==> src/rtl/point_fuse_within_tolerance_macros.svh <==
// Assertion helpers shared by the RTL; all checks run on clk and are held off in reset.
`ifndef POINT_FUSE_WITHIN_TOLERANCE_MACROS_SVH
`define POINT_FUSE_WITHIN_TOLERANCE_MACROS_SVH

// Same-cycle implication.
`define PFWT_ASSERT_NOW(lbl, ante, cons) \
    lbl: assert property (@(posedge clk) disable iff (!rst_n) (ante) |-> (cons)) \
        else $error("pfwt check failed");

// Next-cycle implication.
`define PFWT_ASSERT_NEXT(lbl, ante, cons) \
    lbl: assert property (@(posedge clk) disable iff (!rst_n) (ante) |=> (cons)) \
        else $error("pfwt check failed");

`endif

==> src/rtl/pfwt_ram.sv <==
module pfwt_ram #(
    parameter int WIDTH = 8,
    parameter int DEPTH = 16
) (
    input  logic                                   clk,
    input  logic                                   we,
    input  logic [(DEPTH > 1 ? $clog2(DEPTH) : 1)-1:0] waddr,
    input  logic [WIDTH-1:0]                       wdata,
    input  logic [(DEPTH > 1 ? $clog2(DEPTH) : 1)-1:0] raddr,
    output logic [WIDTH-1:0]                       rdata
);

    logic [WIDTH-1:0] mem [DEPTH];

    always_ff @(posedge clk)
    begin
        if (we)
        begin
            mem[waddr] <= wdata;
        end
        rdata <= mem[raddr];
    end

endmodule

==> config.mk <==
export PLATFORM = sky130hd
export DESIGN_NAME = pfwt_ram
export DESIGN_NICKNAME = d
export VERILOG_FILES = /design/src/rtl/point_fuse_within_tolerance_macros.svh /design/src/rtl/pfwt_ram.sv
export SDC_FILE = /design/constraint.sdc
export NUM_CORES = 1
export LEC_CHECK = 0
export BUFFER_PORTS_ARGS = -buffer_cell sky130_fd_sc_hd__buf_2
export CORE_MARGIN = 2
export CORE_UTILIZATION = 55
export DETAILED_ROUTE_END_ITERATION = 8
export PLACE_DENSITY = 0.73
export SLEW_MARGIN = 40
export SYNTH_ARGS = -nofsm -noshare
export SYNTH_HDL_FRONTEND = slang
export SYNTH_SLANG_ARGS = --single-unit
==> constraint.sdc <==
create_clock -name clk -period 2.9 [get_ports clk]
set_input_delay 0.435 -clock clk [delete_from_list [all_inputs] [get_ports clk]]
set_output_delay 0.435 -clock clk [all_outputs]
set_load 0.03 [all_outputs]
==> out/qor.csv <==
stage,metric,value,unit
floorplan,die area,10100,µm²
synth,synth cell count leaders,"edfxtp_1, mux4_2, a22oi_1",
synth,"Primary FF master, synth",edfxtp_1,
timing,Final setup viols,0,
timing,final hold vios,0,
timing,crit share post-route,59.5,%
synth,Netlist cell types,19,
status,outcome,"complete, no violations",
critical_path,crit end category,flop,
critical_path,crit path max fanout,18,
clock_network,setup bufs post-CTS,0,
route,Residual DRC,0,
finish,share of layout cells above drive strength 1,29.3,%
critical_path,Worst path slowest cell,mux4_1,
finish,Layout area overhead,15.3,%
clock_network,CTS Buffer Depth,2,
floorplan,initial core utilization,56.2,%
synth,Synth top area share,74.7,%
critical_path,Worst path max stage delay,560,ps
timing,slew margin rel.,45.0,%
route,WL final,9.57,mm
synth,Synth async-reset ratio,0,%
global_route,number of global-route vias before repair,2446,
global_route,Overflow after GRT,0,
critical_path,worst path required time,3290,ps
job,max_cap viols,0,
placed_design,Post-DP Area,5410,µm²
power,Pwr Total,4.31,mW
timing,clock skew,11.0,ps
power,Max VDD drop,0.000536,V
clock_network,root buffer cell,clkbuf_8,
route,Antenna Violating Nets Remaining,0,
placed_design,DP HPWL,6.17,mm
synth,Synth Cell Area,5150,µm²
route,wire length per cell,24.0,µm
route,Detailed Route Iter0 Violations,153,
synth,post-synthesis average cell area,22.5,µm²
placed_design,GP Congestion,0.719,
clock_network,total CTS buffers,17,
clock_network,"Clk pin slew, worst setup/hold paths",60,ps
synth,top post-synthesis cells by area,"edfxtp_1, mux4_2, mux4_1",
floorplan,Vert. Die Dim,101,µm
timing,worst slew pin tran,822,ps
global_route,largest net degree at the start of global routing,26,
global_route,number of antenna violations at the first check in global routing,0,
timing,max-slew violation count,0,
timing,fmax,579,MHz
finish,"Design Area, Final",5940,µm²
clock_network,Hold Buf Count CTS,0,
timing,fin crit period,1730,ps
critical_path,CP arrival,2120,ps
global_route,first-pass GRT wire length,14.3,mm
clock_network,CTS tree,yes,
placed_design,port bufs,25,
synth,Ys Warns,0,
clock_network,H-tree depth,4,
synth,"Net Count, Synth",247,
finish,layout net count,292,
power,leakage,2.01,nW
route,Via Count,2392,
finish,diode count,0,
floorplan,DIE WIDTH,101,µm
clock_network,Skew-Pair Late Insertion Delay,510,ps
synth,"EDFF count, synth",128,
clock_network,clock sink total,136,
floorplan,Core ar.,9150,µm²
synth,Cells after Synth,229,
route,vias per cell,6.01,
synth,most common cell in the netlist,edfxtp_1,
timing,RSZ-0062 raised after global routing,false,
floorplan,Row Count,35,
clock_network,post-cts gate resize count,0,
floorplan,IO Count,26,
synth,"area leader, netlist",edfxtp_1,
route,drt first pass iters,4,
hold_path,Hold Path Class,input pin to flop,
timing,TNS Setup,0,ps
critical_path,critical-path cell list,"buf_2, buf_4, mux4_1, a22oi_1, nand2_1",
critical_path,Worst setup SP type,input pin,
critical_path,WS Path Type,input pin to flop,
power,pwr dens,726,nW/µm²
synth,"Seq/Total Area, Yosys",77.8,%
global_route,total track usage,20.7,%
synth,number of synthesized register bits,136,
[sequential cells by signal, indices dropped and copies added (netlist names)]
register and count:
rdata 8, mem 128
[per-stage QoR]
| step | utilization [%] | worst slack [ps] | instances | hold slack [ps] |
|---|---|---|---|---|
| detailed placement | 59.1 | 648 | 366 | 668 |
| global route | 64.9 | 1070 | 398 | 309 |
| floorplan | - | 972 | 229 | 534 |
| finish | 64.9 | 1170 | 398 | 307 |
| CTS | 64.8 | 1170 | 398 | 289 |
| global placement | 59.1 | 702 | 366 | 651 |
[cells by family (layout without fill, tap and decap cells)]
family	Yosys count	in the layout	synth area share (%)
AOI/OAI and AO/OA	16	16	2.33
buffers and inverters	10	68	1.68
DFF	136	136	77.8
muxes	32	32	15.0
and+or+nand+nor	35	35	3.18
[critical path, delay by kind of cell]
family	cells	cell delay, ps
buffers and inverters	2	810
muxes	1	560
AOI/OAI and AO/OA	1	220
and+or+nand+nor	1	90
[metal layers]
| layer | global-route usage [%] | vias to the layer above | wire length (µm) |
|---|---|---|---|
| li1 | - | 1062 | - |
| met1 | 27.8 | 1250 | 4000 |
| met2 | 32.9 | 76 | 5070 |
| met3 | 5.20 | 4 | 428 |
| met4 | 8.22 | 0 | 76 |
| met5 | 0 | - | 0 |
[path summary, 6_finish.rpt]
path / startpoint / end / slack, ps / cells after the start
worst min-delay path: wdata[4] / mem[3][4]$_DFFE_PP_ / 310 / 1
worst min register to register: mem[14][3]$_DFFE_PP_ / rdata[3]$_DFF_P_ / 670 / 3
worst max register to register: mem[2][1]$_DFFE_PP_ / rdata[1]$_DFF_P_ / 1480 / 3
worst max-delay path: raddr[0] / rdata[5]$_DFF_P_ / 1170 / 5
[placed cells by master (no fill, tap or decap), types with 2 or more instances in the layout]
master | Yosys | layout
nor2_2 | 0 | 2
mux4_2 | 18 | 18
buf_2 | 3 | 25
mux4_1 | 14 | 14
nand2b_1 | 2 | 2
nand2_1 | 9 | 9
a22oi_1 | 16 | 16
clkbuf_16 | 0 | 16
clkinv_2 | 0 | 6
buf_4 | 1 | 11
clkbuf_1 | 0 | 4
dfxtp_1 | 8 | 8
clkbuf_8 | 0 | 2
nor2_1 | 13 | 11
edfxtp_1 | 128 | 128
nand3b_1 | 2 | 2
nor3_1 | 4 | 4
[where the power goes]
group          leakage, nW  internal (mW)  switching (mW)  total (mW)
combinational        0.527         0.0829           0.138       0.221
clock                0.260           1.15           0.733        1.88
sequential            1.22           2.20          0.0115        2.21
total                 2.01           3.43           0.883        4.31
[cell type report]
cell class,count,area [µm²]
Clock buffer,22,443
Timing Repair Buffer,36,208
Clock inverter,10,80.1
Sequential cell,136,4000
Fill cell,616,3220
Tap cell,111,139
Multi-Input combinational cell,83,1060
No activity file was read; power rests on OpenSTA's default activity.
