==> src/rtl/point_fuse_within_tolerance_macros.svh <==
// Assertion helpers shared by the RTL; all checks run on clk and are held off in reset.
`ifndef POINT_FUSE_WITHIN_TOLERANCE_MACROS_SVH
`define POINT_FUSE_WITHIN_TOLERANCE_MACROS_SVH

// Same-cycle implication.
`define PFWT_ASSERT_NOW(lbl, ante, cons) \
    lbl: assert property (@(posedge clk) disable iff (!rst_n) (ante) |-> (cons)) \
        else $error("pfwt check failed");

// Next-cycle implication.
`define PFWT_ASSERT_NEXT(lbl, ante, cons) \
    lbl: assert property (@(posedge clk) disable iff (!rst_n) (ante) |=> (cons)) \
        else $error("pfwt check failed");

`endif

==> src/rtl/pfwt_pkg.sv <==
package pfwt_pkg;

    localparam int COORD_W  = 32;
    localparam int BUCKET_W = 32;
    localparam int TOL_W    = 31;

    typedef logic signed [COORD_W-1:0] coord_t;

    typedef struct packed {
        coord_t x;
        coord_t y;
        coord_t z;
    } point_t;

    typedef enum logic [1:0] {
        ST_IDLE,
        ST_SCAN,
        ST_RECORD
    } state_t;

endpackage

==> src/rtl/pfwt_cmp.sv <==
// Per-axis closeness: |a - b| < tol on all three axes, differences taken at 33 bits.
module pfwt_cmp
    import pfwt_pkg::*;
(
    input  point_t           pt,
    input  point_t           entry,
    input  logic [TOL_W-1:0] tol,
    output logic             hit
);

    function automatic logic axis_close(input coord_t a, input coord_t b,
                                        input logic [TOL_W-1:0] t);
        logic signed [COORD_W:0] d;
        logic [COORD_W:0]        mag;
        d   = {a[COORD_W-1], a} - {b[COORD_W-1], b};
        mag = d[COORD_W] ? (COORD_W+1)'(-d) : d;
        return mag < {{(COORD_W+1-TOL_W){1'b0}}, t};
    endfunction

    assign hit = axis_close(pt.x, entry.x, tol)
              && axis_close(pt.y, entry.y, tol)
              && axis_close(pt.z, entry.z, tol);

endmodule

==> config.mk <==
export PLATFORM = sky130hd
export DESIGN_NAME = pfwt_cmp
export DESIGN_NICKNAME = d
export VERILOG_FILES = /design/src/rtl/point_fuse_within_tolerance_macros.svh /design/src/rtl/pfwt_pkg.sv /design/src/rtl/pfwt_cmp.sv
export SDC_FILE = /design/constraint.sdc
export NUM_CORES = 1
export LEC_CHECK = 0
export BUFFER_PORTS_ARGS = -buffer_cell sky130_fd_sc_hd__clkbuf_2
export CORE_AREA = 5 5 155 157
export DETAILED_ROUTE_END_ITERATION = 6
export DIE_AREA = 0 0 160 162
export PLACE_DENSITY = 0.75
export SYNTH_ARGS = -nofsm -noshare
export SYNTH_HDL_FRONTEND = slang
export SYNTH_SLANG_ARGS = --single-unit
export TNS_END_PERCENT = 50
==> constraint.sdc <==
create_clock -name vclk -period 8.4
set_input_delay 0.42 -clock vclk [all_inputs]
set_output_delay 0.42 -clock vclk [all_outputs]
set_load 0.03 [all_outputs]
==> results of run 1 <==
[cell usage after synthesis, types with 13 or more instances]
master	instances	area (um^2)
a211oi_1	18	135
a21o_1	68	510
a21oi_1	142	711
a31oi_1	13	81.3
and2_1	15	93.8
clkbuf_1	37	139
ha_1	189	2360
inv_1	160	601
nand2_1	135	507
nand3_1	27	135
nand4_1	27	169
nor2_1	119	447
nor3_1	30	150
nor4_1	15	93.8
o211ai_1	27	203
o21a_1	26	195
o21ai_0	90	450
o21ai_1	14	70.1
or3_1	14	87.6
xnor2_1	89	780
xor2_1	59	517
[worst max-delay path by stage]
| stage | from | end | slack (ps) | depth (start not counted) |
|---|---|---|---|---|
| 2_1_floorplan | pt[32] | hit | 1830 | 25 |
| 3_3_place_gp | pt[32] | hit | 1610 | 27 |
| 3_5_place_dp | pt[32] | hit | 1520 | 27 |
| 4_1_cts | pt[32] | hit | 1500 | 27 |
| 5_1_grt | pt[32] | hit | 1040 | 27 |
| 6_report | pt[32] | hit | 1420 | 27 |
[layout by cell type, fill, tap and decap left out, types with 5 or more instances in the layout]
cell type,count
xor2_1,59
nor4_1,15
or4_1,7
ha_1,189
o31ai_1,10
and4_1,7
clkbuf_2,224
a2111oi_0,5
nand4_1,27
a31oi_1,13
nand3_1,27
mux2i_1,9
inv_1,160
nand2_1,135
o21ai_1,14
nor2b_1,9
a221oi_1,7
nor3b_1,5
nor3_1,30
a21o_1,68
a21boi_0,7
and2_1,15
nand2b_1,10
o2111ai_1,12
nor2_1,119
o21ai_0,90
or3_1,14
a21oi_1,142
a211o_1,5
o21a_1,26
o211a_1,5
and3_1,12
o21bai_1,9
o211ai_1,27
xnor2_1,89
a211oi_1,18
[stage by stage]
stage	area, um^2	power [W]
2_1_floorplan	10600	0.000969
3_3_place_gp	11900	0.00122
3_5_place_dp	11900	0.00125
4_1_cts	11900	0.00126
5_1_grt	11900	0.00143
6_report	11900	0.00128
[report_power, final]
group / switching [W] / internal [W]
Sequential: 0 / 0
Combinational: 0.000731 / 0.000547
Clock: 0 / 0
[metal layers]
metal | share of wire [%] | routed length (um)
met5 | 0 | 0
met4 | 2.0 | 614
met3 | 5.3 | 1620
met2 | 46 | 13900
met1 | 47 | 14400
[kinds of logic after synthesis]
kind of cell / after synthesis
xor+xnor: 148
simple gates: 466
fa+ha+maj: 192
compound gates: 521
buf+inv: 207
mux: 13
[final cells by class]
cell class	instances	area, um^2	area share, %
Multi-Input combinational cell	1340	9760	82.3
Inverter	160	601	5.06
Tap cell	285	357	3.01
Timing Repair Buffer	227	1140	9.64
==> impl_metrics.yaml, run 1 <==
floorplanning:
  core_area_um2: 22400
  start_util_pct: 47.2
  die_x_um: 160
  die_h_um: 162
  row_count: 55
  num_io_pins: 224
  die-area_um2: 25900
min_path:
  hold_depth: 6
  hp-start: "pt[63]"
  min_to: "hit"
  min_path_type: "in2out"
synth:
  synth-adder-area-share_pct: 23.0
  synth_mux_area_share_pct: 1.28
  syn-instance-count: 1547
  synth_top_family_by_area: "compound AO/OA/AOI/OAI gates"
  synth_area_um2: 10600
  synthXorXnorAreaFrac_pct: 12.3
  avgSynthCellArea_um2: 6.82
  synth_simple_gate_area_share_pct: 22.5
  seq_area_frac_synth_pct: 0
  yosysWarnings: 0
  syn-num-nets: 1962
  ys_types: 99
  synth_compound_area_share_pct: 33.5
timing:
  setup_ws_ps: 1420
  max_freq_ghz: 0.143
  period_minus_slack_ps: 6980
  finalSetupTns_ps: 0
  finalHoldViolations: 0
  finalCritPeriodShare_pct: 83.1
  rsz0062_at_grt: "no"
  setup_viol: 0
  tightest_slew_ps: 757
  whs_ps: 1680
  slew_viol_final: 0
  relSlewSlack_pct: 49.5
setup_path:
  worstSetupStartpointType: "input pin"
  critPathArrivalTime_ps: 6560
  cp_slowest_cell: "or4_1"
  crit_buf_inv: 3
  critPathMaxFanout: 6
  path_delay_family: "compound AO/OA/AOI/OAI gates"
  crit_path_frequent_cell: "a21o_1"
  path_class: "in2out"
  critPathCaptureType: "primary output"
  crit_required_ps: 7980
  cp_slowest_stage_delay_ps: 630
cells_and_area:
  final_layout_size_suffix_gt1_share_pct: 15.9
  nets: 2144
  final.fill_count: 2241
  n_antenna_cell: 0
  instances_no_fill: 2012
  regArea_um2: 0
  seq_cell_count: 0
  finish.utilization_pct: 53.1
  area_growth_pct: 12.4
  clkbuf_count: 0
placed_design:
  hpwl_mm: 26.8
  preCtsSetupSlack_ps: 1520
  portBuffers: 224
  finalWeightedCongestion: 0.948
  dpl.cell_count: 2012
global_route:
  grt.total_usage_pct: 21.6
  grt_pass1_wl_mm: 49.5
  busiest_layer: "met2"
  grt_max_degree: 23
  antenna_found_initial: 0
  grt_use_met3_pct: 1.52
  grt_overflow: 0
  grtUsageMet2_pct: 36.9
  met1_usage_pct: 30.3
  grt_pass1_vias: 10700
drt:
  antenna_left: 0
  post-route-drc-count: 0
  wl_mm: 30.5
  firstDrtPassIters: 6
  drt_iter0_markers: 717
  route.vias.total: 11700
  post_drt_wl_per_cell_um: 15.2
  viasPerCell: 5.81
clocking:
  hold_buffers: 0
  post_cts_resize_count: 0
  postCtsSetupRepairBufs: 0
pwr:
  vdd_drop_max_mv: 0.0395
  p_leak_nw: 5.98
  power_density_nw_per_um2: 108
outcome:
  status: "finished, final reports clean"
job:
  drv_cap: 0
No activity file was read; power rests on OpenSTA's default activity.
==> inputs of run 2 (changes only) <==
Settings changed: PLACE_DENSITY 0.75 to 0.77.
Clock period 8.4 ns to 5.9 ns, I/O delays scaled along.
==> run 2 against run 1 <==
Net effect:
- worst hold slack worse by 150 ps
- largest cell class unchanged
- critical path depth is 3 lower
- first-iteration DRC count shrank 3.3%
==> impl_metrics.yaml, run 2 (synthesis gave the netlist of run 1 again) <==
outcome:
  status: "finished, final reports clean"
timing:
  relSlewSlack_pct: 53.7
  setup_viol: 0
  rsz0062_at_grt: "yes"
  finalSetupTns_ps: 0
  tightest_slew_ps: 690
  period_minus_slack_ps: 5810
  finalCritPeriodShare_pct: 98.4
  max_freq_ghz: 0.172
  slew_viol_final: 0
  finalHoldViolations: 0
  setup_ws_ps: 93.4
floorplanning:
  num_io_pins: 224
  die_h_um: 162
  die_x_um: 160
  row_count: 55
  core_area_um2: 22400
  start_util_pct: 47.2
  die-area_um2: 25900
cells_and_area:
  final_common_cell: "clkbuf_2"
  n_antenna_cell: 0
  regArea_um2: 0
  nets: 2262
  final.fill_count: 2175
  finish.utilization_pct: 59.0
  final_layout_size_suffix_gt1_share_pct: 24.4
  clkbuf_count: 0
  seq_cell_count: 0
  layout_common_cells: "clkbuf_2 (223), ha_1 (188), inv_1 (159)"
  area_growth_pct: 25.0
  multiInputGateArea_um2: 10200
drt:
  antenna_left: 0
  firstDrtPassIters: 5
  wl_mm: 33.0
  post_drt_wl_per_cell_um: 15.5
  route.vias.total: 12400
  viasPerCell: 5.81
  drt_iter0_markers: 693
  post-route-drc-count: 0
placed_design:
  portBuffers: 224
  finalWeightedCongestion: 0.951
  hpwl_mm: 28.1
  preCtsSetupSlack_ps: -387
min_path:
  min_path_type: "in2out"
setup_path:
  worstSetupStartpointType: "input pin"
  critPathCaptureType: "primary output"
  critPathArrivalTime_ps: 5510
  crit_required_ps: 5610
  critPathMaxFanout: 5
  path_class: "in2out"
clocking:
  hold_buffers: 0
global_route:
  antenna_found_initial: 0
  grt_overflow: 0
  grt_pass1_vias: 11400
  grt.total_usage_pct: 23.1
  grt_pass1_wl_mm: 52.7
  grt_max_degree: 19
job:
  drv_cap: 0
pwr:
  p_leak_nw: 6.65
  power_w: 0.00205
  vdd_drop_max_mv: 0.0615
  power_density_nw_per_um2: 156
## run 2: final timing paths
path | endpoint | from | cells past startpoint
setup / recovery | hit | pt[32] | 24
hold / removal | hit | pt[63] | 7
## run 2: routing by layer
metal | vias to the layer above | routed length [um] | part of all wire, % | global-route usage [%]
met2 | 381 | 15700 | 47 | 41.1
li1 | 6260 | - | - | -
met4 | 0 | 656 | 2.0 | 4.34
met1 | 5684 | 15100 | 46 | 31.2
met3 | 40 | 1650 | 5.0 | 1.42
met5 | - | 0 | 0 | 0
## run 2: critical path, stage by stage
cell	delay (ps)
clkbuf_2	90
inv_2	40
ha_4	160
fa_2	350
and2b_1	220
o2111ai_2	140
buf_4	200
a2111oi_2	370
buf_4	170
nor3_2	60
o21bai_1	180
xor2_1	100
or2_1	250
or4b_4	530
o31ai_4	320
xnor2_2	170
ha_1	300
a222oi_1	330
o211ai_1	170
nand3b_1	180
a211o_1	240
a31o_2	240
nor4_4	200
clkbuf_8	230
## run 2: where the power goes
group,total (W),internal [W],switching (W)
clock,0,0,0
combinational,0.00205,0.000915,0.00114
sequential,0,0,0
## run 2: area by class of cell
cell class                 count  share of cell area (%)
inverter                     160                    4.55
timing repair buffer         345                    15.6
multi-input combinational   1340                    77.1
tap                          285                    2.70
## run 2: repair_timing
item	in CTS	in global routing
gates resized for setup	34	53
setup buffers	4	12
endpoints found under the setup margin	1	1
pin swaps	26	25
hold endpoints to repair	0	0
## run 2: stage by stage
stage                     instance area, um^2  hold slack (ps)  instances
final                                   13200             1530       2130
after floorplan                         10600             1170       1547
after CTS                               12900             1510       2118
after global placement                  12700             1520       2115
after global routing                    13200             1580       2130
after detailed placement                12700             1510       2115
